===== src/hdl/ecgf_pkg.sv =====
// Shared types and constants for the elevation cell fusion block.
// No dependencies; the other files except ecgf_ram refer to it by scoped names.
package ecgf_pkg;

	localparam int IDX_W      = 16;  // cell index field
	localparam int DATA_W     = 32;  // height and variance fields
	localparam int PROD_W     = 64;  // 32x32 product
	localparam int DEN_W      = 33;  // v + pv
	localparam int NUM_W      = 65;  // product plus half the denominator
	localparam int QUO_W      = 32;  // quotient width, bounded by min(v, pv) or |z-m|
	localparam int STEP_BITS  = 2;   // quotient bits per divider cycle
	localparam int DIV_STEPS  = QUO_W / STEP_BITS;
	localparam int DIV_CNT_W  = $clog2(DIV_STEPS);

	typedef enum logic [2:0] {
		ST_CLEAR,
		ST_IDLE,
		ST_LOOK,
		ST_MUL1,
		ST_MUL2,
		ST_LOAD,
		ST_DIV,
		ST_FIN
	} state_t;

	// controller -> datapath
	typedef struct packed {
		logic accept;    // latch input fields, launch cell read
		logic look;      // cell contents available
		logic mul1;      // v * pv
		logic mul2;      // |z - m| * v
		logic div_load;  // load both divider lanes
		logic div_step;  // one divider step
		logic fin;       // write cell back, load output register
		logic clr_step;  // clear one valid bit
	} cmd_t;

	// datapath -> controller
	typedef struct packed {
		logic drop;      // input point off the map or beyond the grid
		logic skip;      // empty cell or zero denominator, no fusion needed
		logic clr_last;  // clear pass at the last cell
	} status_t;

endpackage


===== src/hdl/ecgf_ctrl.sv =====
// Controller: sequences clear pass, cell lookup, multiply, divide and write-back;
// owns the input stall and output valid. Depends on ecgf_pkg.
module ecgf_ctrl (
	input  logic                clk,
	input  logic                arst_n,
	input  logic                in_valid,
	output logic                in_stall,
	output logic                out_valid,
	input  logic                out_stall,
	input  ecgf_pkg::status_t   st,
	output ecgf_pkg::cmd_t      cmd
);

	ecgf_pkg::state_t                 state_q, state_nxt;
	logic [ecgf_pkg::DIV_CNT_W-1:0]   div_cnt_q;
	logic                             out_valid_q;
	logic                             out_free;

	// output slot is free if empty or being taken at this edge
	assign out_free = ~out_valid_q | ~out_stall;

	always_ff @(posedge clk or negedge arst_n) begin
		if (!arst_n) begin
			state_q     <= ecgf_pkg::ST_CLEAR;
			div_cnt_q   <= '0;
			out_valid_q <= 1'b0;
		end else begin
			state_q     <= state_nxt;
			out_valid_q <= cmd.fin | (out_valid_q & out_stall);
			if (cmd.div_load) begin
				div_cnt_q <= '0;
			end else if (cmd.div_step) begin
				div_cnt_q <= div_cnt_q + ecgf_pkg::DIV_CNT_W'(1);
			end
		end
	end

	always_comb begin
		state_nxt = state_q;
		cmd       = '0;
		in_stall  = 1'b1;
		unique case (state_q)
			ecgf_pkg::ST_CLEAR: begin
				cmd.clr_step = 1'b1;
				if (st.clr_last) begin
					state_nxt = ecgf_pkg::ST_IDLE;
				end
			end
			ecgf_pkg::ST_IDLE: begin
				in_stall = 1'b0;
				if (in_valid) begin
					cmd.accept = 1'b1;
					if (!st.drop) begin
						state_nxt = ecgf_pkg::ST_LOOK;
					end
				end
			end
			ecgf_pkg::ST_LOOK: begin
				cmd.look  = 1'b1;
				state_nxt = st.skip ? ecgf_pkg::ST_FIN : ecgf_pkg::ST_MUL1;
			end
			ecgf_pkg::ST_MUL1: begin
				cmd.mul1  = 1'b1;
				state_nxt = ecgf_pkg::ST_MUL2;
			end
			ecgf_pkg::ST_MUL2: begin
				cmd.mul2  = 1'b1;
				state_nxt = ecgf_pkg::ST_LOAD;
			end
			ecgf_pkg::ST_LOAD: begin
				cmd.div_load = 1'b1;
				state_nxt    = ecgf_pkg::ST_DIV;
			end
			ecgf_pkg::ST_DIV: begin
				cmd.div_step = 1'b1;
				if (div_cnt_q == ecgf_pkg::DIV_CNT_W'(ecgf_pkg::DIV_STEPS - 1)) begin
					state_nxt = ecgf_pkg::ST_FIN;
				end
			end
			ecgf_pkg::ST_FIN: begin
				if (out_free) begin
					cmd.fin   = 1'b1;
					state_nxt = ecgf_pkg::ST_IDLE;
				end
			end
		endcase
	end

	assign out_valid = out_valid_q;

`ifndef ASSERT_OFF
	// a finished result never overwrites one that is still waiting
	a_fin_holds: assert property (@(posedge clk) disable iff (!arst_n)
		(state_q == ecgf_pkg::ST_FIN && out_valid_q && out_stall) |=> state_q == ecgf_pkg::ST_FIN)
		else $error("result loaded over a stalled output");

	// output valid only rises from write-back
	a_valid_src: assert property (@(posedge clk) disable iff (!arst_n)
		$rose(out_valid_q) |-> $past(state_q == ecgf_pkg::ST_FIN))
		else $error("output valid without write-back");

	// no transfer taken during the clear pass
	a_clear_stall: assert property (@(posedge clk) disable iff (!arst_n)
		state_q == ecgf_pkg::ST_CLEAR |-> in_stall)
		else $error("input taken while clearing");

	// divider always starts from step zero
	a_div_start: assert property (@(posedge clk) disable iff (!arst_n)
		state_q == ecgf_pkg::ST_LOAD |=> (state_q == ecgf_pkg::ST_DIV && div_cnt_q == '0))
		else $error("divider started mid-count");
`endif

endmodule

===== config.mk =====
export PLATFORM = sky130hd
export DESIGN_NAME = ecgf_ctrl
export DESIGN_NICKNAME = d
export VERILOG_FILES = /design/src/hdl/ecgf_pkg.sv /design/src/hdl/ecgf_ctrl.sv
export SDC_FILE = /design/constraint.sdc
export NUM_CORES = 1
export LEC_CHECK = 0
export ABC_AREA = 1
export ABC_CLOCK_PERIOD_IN_PS = 1200
export BUFFER_PORTS_ARGS = -buffer_cell sky130_fd_sc_hd__buf_4
export CAP_MARGIN = 40
export CORE_AREA = 2 2 39 41
export CTS_CLUSTER_DIAMETER = 50
export DETAILED_ROUTE_END_ITERATION = 8
export DIE_AREA = 0 0 41 43
export GPL_ROUTABILITY_DRIVEN = 0
export PLACE_DENSITY_LB_ADDON = 0.25
export SETUP_SLACK_MARGIN = 0.5
export SYNTH_ARGS = -nofsm -noshare
export SYNTH_HDL_FRONTEND = slang
export SYNTH_SLANG_ARGS = --single-unit

===== constraint.sdc =====
create_clock -name clk -period 1.2 [get_ports clk]
set_clock_uncertainty 0.15 [all_clocks]
set_input_delay 0.06 -clock clk [delete_from_list [all_inputs] [get_ports clk]]
set_output_delay 0.06 -clock clk [all_outputs]
set_load 0.005 [all_outputs]

==> results of run 1 <==
==> power by group through the flow <==
stage,registers (mW),logic (mW),clock network [mW]
2_1_floorplan,0.527,0.680,0
3_3_place_gp,0.569,1.13,0
3_5_place_dp,0.579,1.15,0
4_1_cts,0.590,1.46,0.236
5_1_grt,0.599,1.77,0.254
6_report,0.580,1.61,0.226
==> final timing paths <==
kind                              end  slack (ns)  cells after the start
hold / removal              out_valid       -0.10                      3
min in group asynchronous  state_q[0]        0.01                      2
setup reg to reg           state_q[1]       -0.14                      8
setup / recovery               cmd[7]       -0.23                      5
hold reg to reg             out_valid        0.42                      2
max in group asynchronous  state_q[2]        0.76                      2
==> kinds of logic after synthesis <==
logic type                 count (synthesis)  share of synthesized area, %
buffers and inverters                     12                          10.4
AOI/OAI and AO/OA                          9                          9.13
adders and majority gates                  1                          2.47
xor gates and xnor gates                   1                          1.73
and+or+nand+nor                           40                          36.8
DFF                                        8                          39.5
==> registers in the layout (all words and copies together) (netlist names) <==
register	cells
div_cnt_q	4
state_q	3
out_valid	1
==> layer usage <==
layer  up-vias  track usage, %  share of wire, %
met3         0            7.85               3.8
met1       269            20.1                37
met4         0            4.00                 0
met5         -               0                 0
met2         9            32.8                59
li1        297               -                 -
==> metrics by stage <==
step / util (%) / setup TNS, ns / setup slack, ns
floorplan: - / 0 / 0.0418
global placement: 52.7 / -0.166 / -0.0611
detailed placement: 52.7 / -0.414 / -0.101
CTS: 62.6 / -2.14 / -0.201
global route: 65.8 / -3.50 / -0.306
finish: 65.8 / -2.21 / -0.232
==> cell type report <==
| class | instances | area [um^2] |
|---|---|---|
| fillers | 119 | 473 |
| well taps | 16 | 20.0 |
| flip-flops and latches | 8 | 204 |
| clock buffers | 4 | 26.3 |
| multi-input cells | 51 | 312 |
| repair buffers | 35 | 308 |
| inverters | 11 | 41.3 |
==> synthesized netlist by cell type <==
library cell	count
nand2_1	17
a31oi_1	1
o21ai_0	3
nor2_2	1
nor2_4	2
a21oi_1	4
inv_1	9
inv_2	2
nor2_1	10
nand3_1	7
ha_1	1
dfrtp_1	8
and2_4	1
o21ai_1	1
xnor2_1	1
buf_6	1
nand2_2	2
==> worst min-delay path, stage by stage <==
cell and delay [ns]:
buf_4 0.08, nand2_1 0.06, nand2_1 0.08
==> timing repair <==
item	CTS	global route
setup buffers	6	2
pin swaps	6	5
gates resized for setup	15	8
setup endpoints to repair	18	18
endpoints found under the hold margin	9	1
==> reports/metrics.csv, run 1 <==
stage,metric,value,unit
status,outcome,"finished, violations left",
status,failed_checks,"hold timing, setup timing",
setup_path,worst_setup_path_startpoint,state_q[0],
pwr,total_internal_power,1.43,mW
yosys,synth_sequential_area_ratio,39.5,%
setup_path,family_of_cells_with_the_greatest_summed_delay_on_the_critical_path,flip-flops,
timing,slew_viol_final,0,
setup_path,worstPathMaxFanout,5,
detailed_routing,antenna_violating_nets_post_route,0,
detailed_routing,postRouteWirelength,1380,um
timing,post-route-period-util,119,%
die,floorplan.initialDensity,36.6,%
detailed_routing,routedWlPerCell,11.0,um
die,fp.dieW,41,um
timing,shortest_clock_period_the_worst_path_allows_after_layout,1.43,ns
clocking,tritoncts.num_buffers,3,
place,io_buffer_count,16,
die,rows,14,
clocking,clk_root_buffer_cell,clkbuf_4,
yosys,synth.lib_cells_used.distinct,17,
setup_path,setup.worst_path.class,flop to primary output,
detailed_routing,drc_errors,0,
setup_path,cp_slowest_stage_delay,0.46,ns
die,die_height,43,um
die,core,1380,um^2
yosys,synth_largest_type_area_fraction,39.5,%
pwr,switchingPower,0.989,mW
pwr,share_clk_of_total_power,9.4,%
timing,timing.final.ws_setup,-0.232,ns
setup_path,r2r-start,state_q[1],
cells_and_area,layout_common_cells,"25 x buf_4, 13 x nand2_1, 8 x buf_6, 7 x inv_1, 7 x nor2_1",
place,placed_area,729,um^2
timing,setup_viol,16,
die,i_o_pin_count,17,
timing,whs,-0.102,ns
detailed_routing,drt_pass_1_iters,2,
clocking,clk-insertion-delay-late,0.25,ns
cells_and_area,final_design_area_no_fill,911,um^2
pwr,leakagePower,0.480,nW
yosys,yosys-top-cells-area,"dfrtp_1 40%, nand2_1 13%, nor2_1 7.4%",
clocking,clk_transition_reported_paths,0.06,ns
yosys,syn_area,507,um^2
pwr,power.density,2650,nW/um^2
clocking,clock_sink_count,8,
global_routing,grt_pass1_wl,2210,um
place,placed_cells_incl_taps,112,
pwr,share_seq_of_total_power,24.0,%
place,dp.final_hpwl,973,um
global_routing,number_of_global_route_vias_before_repair,573,
global_routing,grt_start_max_net_pins,9,
yosys,synth.largest_area_cell,dfrtp_1,
pwr,fin_total_pwr,2.41,mW
pwr,irDropWorstVdd,1.47,mV
timing,setup_repair_after_global_routing_missed_its_margin,yes,
clocking,clock_tree.htree_level_count,1,
cells_and_area,design.final.nets,118,
yosys,syn_inst,71,
die,floorplan.die_area,1760,um^2
yosys,synth.yosys.warnings,0,
global_routing,antenna_violations_before_repair,0,
clocking,clk_path_buf_depth,2,
yosys,syn_nets,79,
hold_path,timing.hold.worst.start,out_stall,
timing,maxSlewHeadroom,84.7,%
detailed_routing,via_per_inst,4.60,
clocking,cts_tree,done,
pwr,power_switching_share,41.0,%
setup_path,endpoint_kind,primary output,
hold_path,timing.hold.worst.class,input port to flop,
flow_run,maxCapViolations,0,
setup_path,cp-start-kind,flop,
pwr,comb_power_share,66.6,%
setup_path,critPathSlowestCell,dfrtp_2,
setup_path,worstPathCellList,inv_2 > nor2_4 > nand2_2 > nor2_1 > buf_4,
setup_path,cp.arrival,1.22,ns
setup_path,worstPathBufferInverterCount,2,
global_routing,grt-ovfl-total,0,
cells_and_area,drive_gt1_share,56.9,%
cells_and_area,antenna_cells_inserted,0,
yosys,avgSynthCellArea,7.14,um^2
timing,final_hold_viol_count,1,
timing,worst_tran_pin_value,0.229,ns
cells_and_area,layout_commonest_cell,buf_4,
detailed_routing,dr.first_iter.drc_count,5,
yosys,ys_seq_elements,8,
detailed_routing,via_count,575,
timing,fmax,698,MHz
setup_path,worst-endpoint-required,0.99,ns
cells_and_area,flow.area_growth_from_synthesis,79.8,%
global_routing,grt_usage,18.9,%
clocking,post_cts_hold_buffer_count,1,
cells_and_area,finish.cell_count_without_fillers,125,
Note: power is estimated with default switching activity, not from simulation.
==> run 2: changes to the inputs <==
- ABC_CLOCK_PERIOD_IN_PS: 1200 -> 1350
- clock period: 1.2 -> 1.35 ns (I/O delays scaled with it)
==> run 2 against run 1 <==
Against the previous run:
- the run still ends with hold timing, setup timing left
- first-iteration DRC count grew 60%
- sequential power down 6.0%
- non-clock buffer count shrank 2
- count of clock-buffer cells in the layout unchanged
- power down 4.2%
- die area unchanged
- worst hold slack got worse by 0.0094 ns
- utilization rose by 2.0 points
- clock power down 11%
- critical path type unchanged
- critical endpoint is now cmd[4]
- largest power group unchanged
==> reports/metrics.csv, run 2 (synthesis results as in run 1) <==
stage,metric,value,unit
timing,worst_tran_pin_value,0.218,ns
setup_path,cp.arrival,1.19,ns
global_routing,grt_start_max_net_pins,9,
setup_path,worst-endpoint-required,1.13,ns
clocking,clock_tree.htree_level_count,1,
global_routing,grt_usage,19.1,%
pwr,total_internal_power,1.29,mW
detailed_routing,postRouteWirelength,1590,um
cells_and_area,max_flop_register,div_cnt_q,
timing,timing.final.ws_setup,-0.0574,ns
detailed_routing,via_count,594,
pwr,fin_total_pwr,2.31,mW
timing,whs,-0.111,ns
status,outcome,"finished, violations left",
setup_path,r2r-start,state_q[2],
die,i_o_pin_count,17,
timing,fmax,711,MHz
setup_path,worstPathMaxFanout,5,
pwr,power_switching_share,44.3,%
cells_and_area,fin_util,67.8,%
die,core,1380,um^2
pwr,comb_power_share,67.7,%
setup_path,worst_setup_path_startpoint,state_q[0],
clocking,clk_transition_reported_paths,0.06,ns
clocking,clk_root_buffer_cell,clkbuf_4,
clocking,cts_tree,done,
cells_and_area,finish.cell_count_without_fillers,123,
clocking,tritoncts.num_buffers,3,
setup_path,ff2ff_path_depth,8,
cells_and_area,final_design_area_no_fill,938,um^2
setup_path,register_to_register_path_setup_slack,0.02,ns
pwr,leakagePower,0.487,nW
detailed_routing,routedWlPerCell,12.9,um
die,die_height,43,um
place,dp.final_hpwl,906,um
cells_and_area,design.final.nets,116,
detailed_routing,via_per_inst,4.83,
clocking,clk_path_buf_depth,2,
pwr,power.density,2470,nW/um^2
cells_and_area,layout_common_cells,"20 x buf_4, 12 x nand2_1, 12 x buf_6, 6 x nor2_4, 6 x inv_1",
global_routing,grt-ovfl-total,0,
die,rows,14,
global_routing,number_of_global_route_vias_before_repair,571,
timing,setup_viol,6,
pwr,share_seq_of_total_power,23.6,%
pwr,switchingPower,1.02,mW
place,placed_cells_incl_taps,103,
timing,post-route-period-util,104,%
place,placed_area,662,um^2
status,failed_checks,"hold timing, setup timing",
global_routing,antenna_violations_before_repair,0,
detailed_routing,dr.first_iter.drc_count,8,
clocking,post_cts_hold_buffer_count,1,
setup_path,rr_endpoint,state_q[2],
cells_and_area,flow.area_growth_from_synthesis,85.2,%
hold_path,timing.hold.worst.class,input port to flop,
timing,final_hold_viol_count,1,
timing,slew_viol_final,0,
clocking,clock_sink_count,8,
flow_run,maxCapViolations,0,
cells_and_area,largest_register_ffs,4,
setup_path,setup.worst_path.class,flop to primary output,
cells_and_area,drive_gt1_share,60.7,%
die,fp.dieW,41,um
die,floorplan.die_area,1760,um^2
timing,setup-tns-final,-0.216,ns
place,io_buffer_count,16,
pwr,share_clk_of_total_power,8.7,%
cells_and_area,antenna_cells_inserted,0,
timing,shortest_clock_period_the_worst_path_allows_after_layout,1.41,ns
die,floorplan.initialDensity,36.6,%
setup_path,cp-start-kind,flop,
setup_path,endpoint_kind,primary output,
detailed_routing,drt_pass_1_iters,4,
pwr,irDropWorstVdd,1.25,mV
cells_and_area,layout_commonest_cell,buf_4,
detailed_routing,antenna_violating_nets_post_route,0,
timing,maxSlewHeadroom,85.5,%
timing,setup_repair_after_global_routing_missed_its_margin,yes,
setup_path,cp-endpoint,cmd[4],
detailed_routing,drc_errors,0,
global_routing,grt_pass1_wl,2310,um
clocking,clk-insertion-delay-late,0.25,ns
## run 2: cell types whose count changed in the layout (fill, tap and decap cells not counted), moves of 2 or more
cell     delta
o21ai_0     -2
o21ai_1     +2
nor2_4      +3
a21oi_1     -2
buf_4       -5
nor2_1      -2
inv_4       +2
buf_6       +4
a21oi_2     +2
nand2_4     +2
## run 2: metrics by stage
| step | setup WS (ns) | hold slack, ns |
|---|---|---|
| 5_1_grt | -0.107 | -0.107 |
| 4_1_cts | -0.0365 | -0.112 |
| 3_3_place_gp | 0.0648 | -0.259 |
| 2_1_floorplan | 0.192 | -0.378 |
| 6_report | -0.0574 | -0.111 |
| 3_5_place_dp | 0.0414 | -0.254 |
## run 2: how the worst min path moves through the flow
stage               from      endpoint  slack, ns  depth (start not counted)
3_5_place_dp      arst_n  div_cnt_q[2]      -0.25                          1
2_1_floorplan     arst_n  div_cnt_q[0]      -0.38                          0
6_report       out_stall     out_valid      -0.11                          3
5_1_grt        out_stall     out_valid      -0.11                          3
3_3_place_gp      arst_n  div_cnt_q[3]      -0.26                          1
4_1_cts        out_stall     out_valid      -0.11                          3
## run 2: layer usage
layer,up-vias,share of wire (%),global-route usage (%)
met3,4,2.6,3.66
met5,-,0,0
met1,285,40,21.3
met2,12,55,33.1
met4,0,2.3,7.33
li1,293,-,-
## run 2: cell type report
cell class	instances	area (um^2)
clock buffer	4	26.3
fill	114	445
inverter	11	46.3
multi-input combinational	51	347
sequential	8	204
tap	16	20.0
timing repair buffer	33	295
## run 2: critical path: stages, from the launching register on
cell and delay (ns):
dfrtp_2 0.49, nor2_4 0.16, inv_2 0.06, nor2_2 0.10
buf_4 0.13
## run 2: power groups by stage
stage	sequential [mW]	combinational [mW]	clock, mW
floorplan	0.468	0.604	0
detailed placement	0.531	0.816	0
finish	0.545	1.57	0.202
CTS	0.522	1.26	0.207
global placement	0.526	0.803	0
global route	0.559	1.69	0.225
## run 2: timing repair
item | CTS | global route
setup buffers | 13 | 2
endpoints found under the setup margin | 18 | 18
pin swaps | 8 | 6
gates resized for setup | 21 | 20
hold endpoints to repair | 9 | 1
==> run 3: changes to the inputs <==
- ABC_CLOCK_PERIOD_IN_PS: 1350 -> 1700
- clock period: 1.35 -> 1.7 ns (I/O delays scaled with it)
==> run 3 against run 2 <==
Against the previous run:
- via count fell by 6.1%
- sequential share of layout area rose by 3.2 points
- die area did not move
- flip-flop and latch count unchanged
- global-route usage shrank 1.3 points
- the run ends with hold timing left
- non-clock buffer count down 5
- cell count is 4.9% lower
- count of clock-buffer cells in the layout is 1 lower
- routed wire length shrank 18%
==> reports/metrics.csv, run 3 (synthesis results as in run 1) <==
stage,metric,value,unit
status,outcome,"finished, violations left",
setup_path,worst-endpoint-required,1.46,ns
die,die_height,43,um
timing,setup_repair_after_global_routing_missed_its_margin,yes,
cells_and_area,layout_commonest_cell,buf_4,
timing,whs,-0.0971,ns
global_routing,grt_usage,17.8,%
setup_path,cp-start-kind,flop,
clocking,clk_root_buffer_cell,clkbuf_4,
place,io_buffer_count,16,
die,core,1380,um^2
timing,slew_viol_final,0,
timing,fmax,712,MHz
cells_and_area,max_flop_register,div_cnt_q,
pwr,power_switching_share,43.3,%
setup_path,setup.worst_path.class,flop to primary output,
clocking,cts_tree,done,
cells_and_area,design.final.nets,111,
global_routing,antenna_violations_before_repair,0,
clocking,clk_transition_reported_paths,0.06,ns
clocking,clock_tree.htree_level_count,1,
die,rows,14,
clocking,clk_path_buf_depth,2,
global_routing,grt_start_max_net_pins,9,
pwr,share_seq_of_total_power,26.6,%
die,floorplan.die_area,1760,um^2
pwr,total_internal_power,0.861,mW
setup_path,cp.arrival,1.17,ns
timing,setup_viol,0,
detailed_routing,via_count,558,
place,placed_area,636,um^2
cells_and_area,layout_common_cells,"23 x buf_4, 11 x nand2_1, 8 x inv_1, 7 x nand3_1",
pwr,switchingPower,0.657,mW
hold_path,timing.hold.worst.class,input port to flop,
die,i_o_pin_count,17,
cells_and_area,drive_gt1_share,53.5,%
timing,shortest_clock_period_the_worst_path_allows_after_layout,1.40,ns
cells_and_area,sequential_cell_area,204,um^2
timing,final_hold_viol_count,1,
detailed_routing,routedWlPerCell,11.1,um
global_routing,number_of_global_route_vias_before_repair,508,
clocking,post_cts_hold_buffer_count,1,
cells_and_area,flow.area_growth_from_synthesis,61.5,%
cells_and_area,multi_input_comb_area,300,um^2
pwr,share_clk_of_total_power,10.0,%
global_routing,grt_pass1_wl,2110,um
cells_and_area,antenna_cells_inserted,0,
flow_run,maxCapViolations,0,
cells_and_area,filler_cell_count,129,
die,fp.dieW,41,um
clocking,clk-insertion-delay-late,0.25,ns
cells_and_area,largest_register_ffs,4,
pwr,comb_power_share,63.4,%
die,floorplan.initialDensity,36.6,%
pwr,leakagePower,0.435,nW
cells_and_area,final_design_area_no_fill,818,um^2
setup_path,worstPathMaxFanout,8,
timing,worst_tran_pin_value,0.251,ns
pwr,irDropWorstVdd,0.939,mV
detailed_routing,via_per_inst,4.77,
pwr,power.density,1850,nW/um^2
status,failed_checks,hold timing,
detailed_routing,drt_pass_1_iters,4,
global_routing,grt-ovfl-total,0,
detailed_routing,postRouteWirelength,1300,um
clocking,clock_sink_count,8,
timing,maxSlewHeadroom,83.2,%
detailed_routing,drc_errors,0,
place,dp.final_hpwl,839,um
detailed_routing,dr.first_iter.drc_count,10,
clocking,tritoncts.num_buffers,3,
setup_path,endpoint_kind,primary output,
detailed_routing,antenna_violating_nets_post_route,0,
timing,post-route-period-util,82.6,%
timing,setup-tns-final,0,ns
run 3: area by class of cell:
cell class	instances	share of cell area [%]
Multi-Input combinational cell	51	36.7
Timing Repair Buffer	28	27.8
Sequential cell	8	24.9
Inverter	11	5.35
Clock buffer	3	2.75
Tap cell	16	2.45
run 3: through the flow:
stage | std cells | power, mW | util (%) | hold WS (ns) | setup WS [ns]
2_1_floorplan | 71 | 0.815 | - | -0.361 | 0.503
3_3_place_gp | 102 | 1.01 | 45.9 | -0.240 | 0.382
3_5_place_dp | 102 | 1.02 | 45.9 | -0.237 | 0.360
4_1_cts | 113 | 1.38 | 54.8 | -0.0897 | 0.296
5_1_grt | 117 | 1.65 | 59.1 | -0.0749 | 0.231
6_report | 117 | 1.52 | 59.1 | -0.0971 | 0.296
run 3: power groups by stage:
| stage | Combinational (mW) | Sequential [mW] | Clock (mW) |
|---|---|---|---|
| 4_1_cts | 0.825 | 0.397 | 0.152 |
| 5_1_grt | 1.06 | 0.418 | 0.172 |
| 3_5_place_dp | 0.623 | 0.394 | 0 |
| 6_report | 0.963 | 0.404 | 0.151 |
| 3_3_place_gp | 0.615 | 0.393 | 0 |
| 2_1_floorplan | 0.457 | 0.358 | 0 |
run 3: worst max-delay path, cell delays in order (launching register included):
cell     delay (ns)
dfrtp_2        0.48
nor2_2         0.16
inv_1          0.07
nor2_1         0.10
buf_4          0.12
run 3: path summary, 6_finish.rpt:
kind                            start           end  slack [ns]  depth (start not counted)
max                        state_q[1]        cmd[0]        0.30                          4
min                         out_stall     out_valid        -0.1                          3
max reg2reg                state_q[0]  div_cnt_q[3]        0.34                          5
min reg2reg                 out_valid     out_valid        0.35                          2
max in group asynchronous      arst_n    state_q[0]        1.22                          2
min in group asynchronous      arst_n     out_valid        0.04                          2
run 3: what timing repair did:
item	in CTS	in global routing
endpoints found under the setup margin	16	16
pin swaps	3	4
hold endpoints to repair	9	1
resized for setup	14	11
cloned	0	0
setup buffers	7	4
run 3: layer usage:
| metal | wire [um] | vias to the layer above | GRT usage (%) |
|---|---|---|---|
| met5 | 0 | - | 0 |
| met4 | 0 | 0 | 4.00 |
| met3 | 51 | 0 | 4.71 |
| met2 | 739 | 10 | 31.9 |
| met1 | 511 | 266 | 19.5 |
| li1 | - | 282 | - |
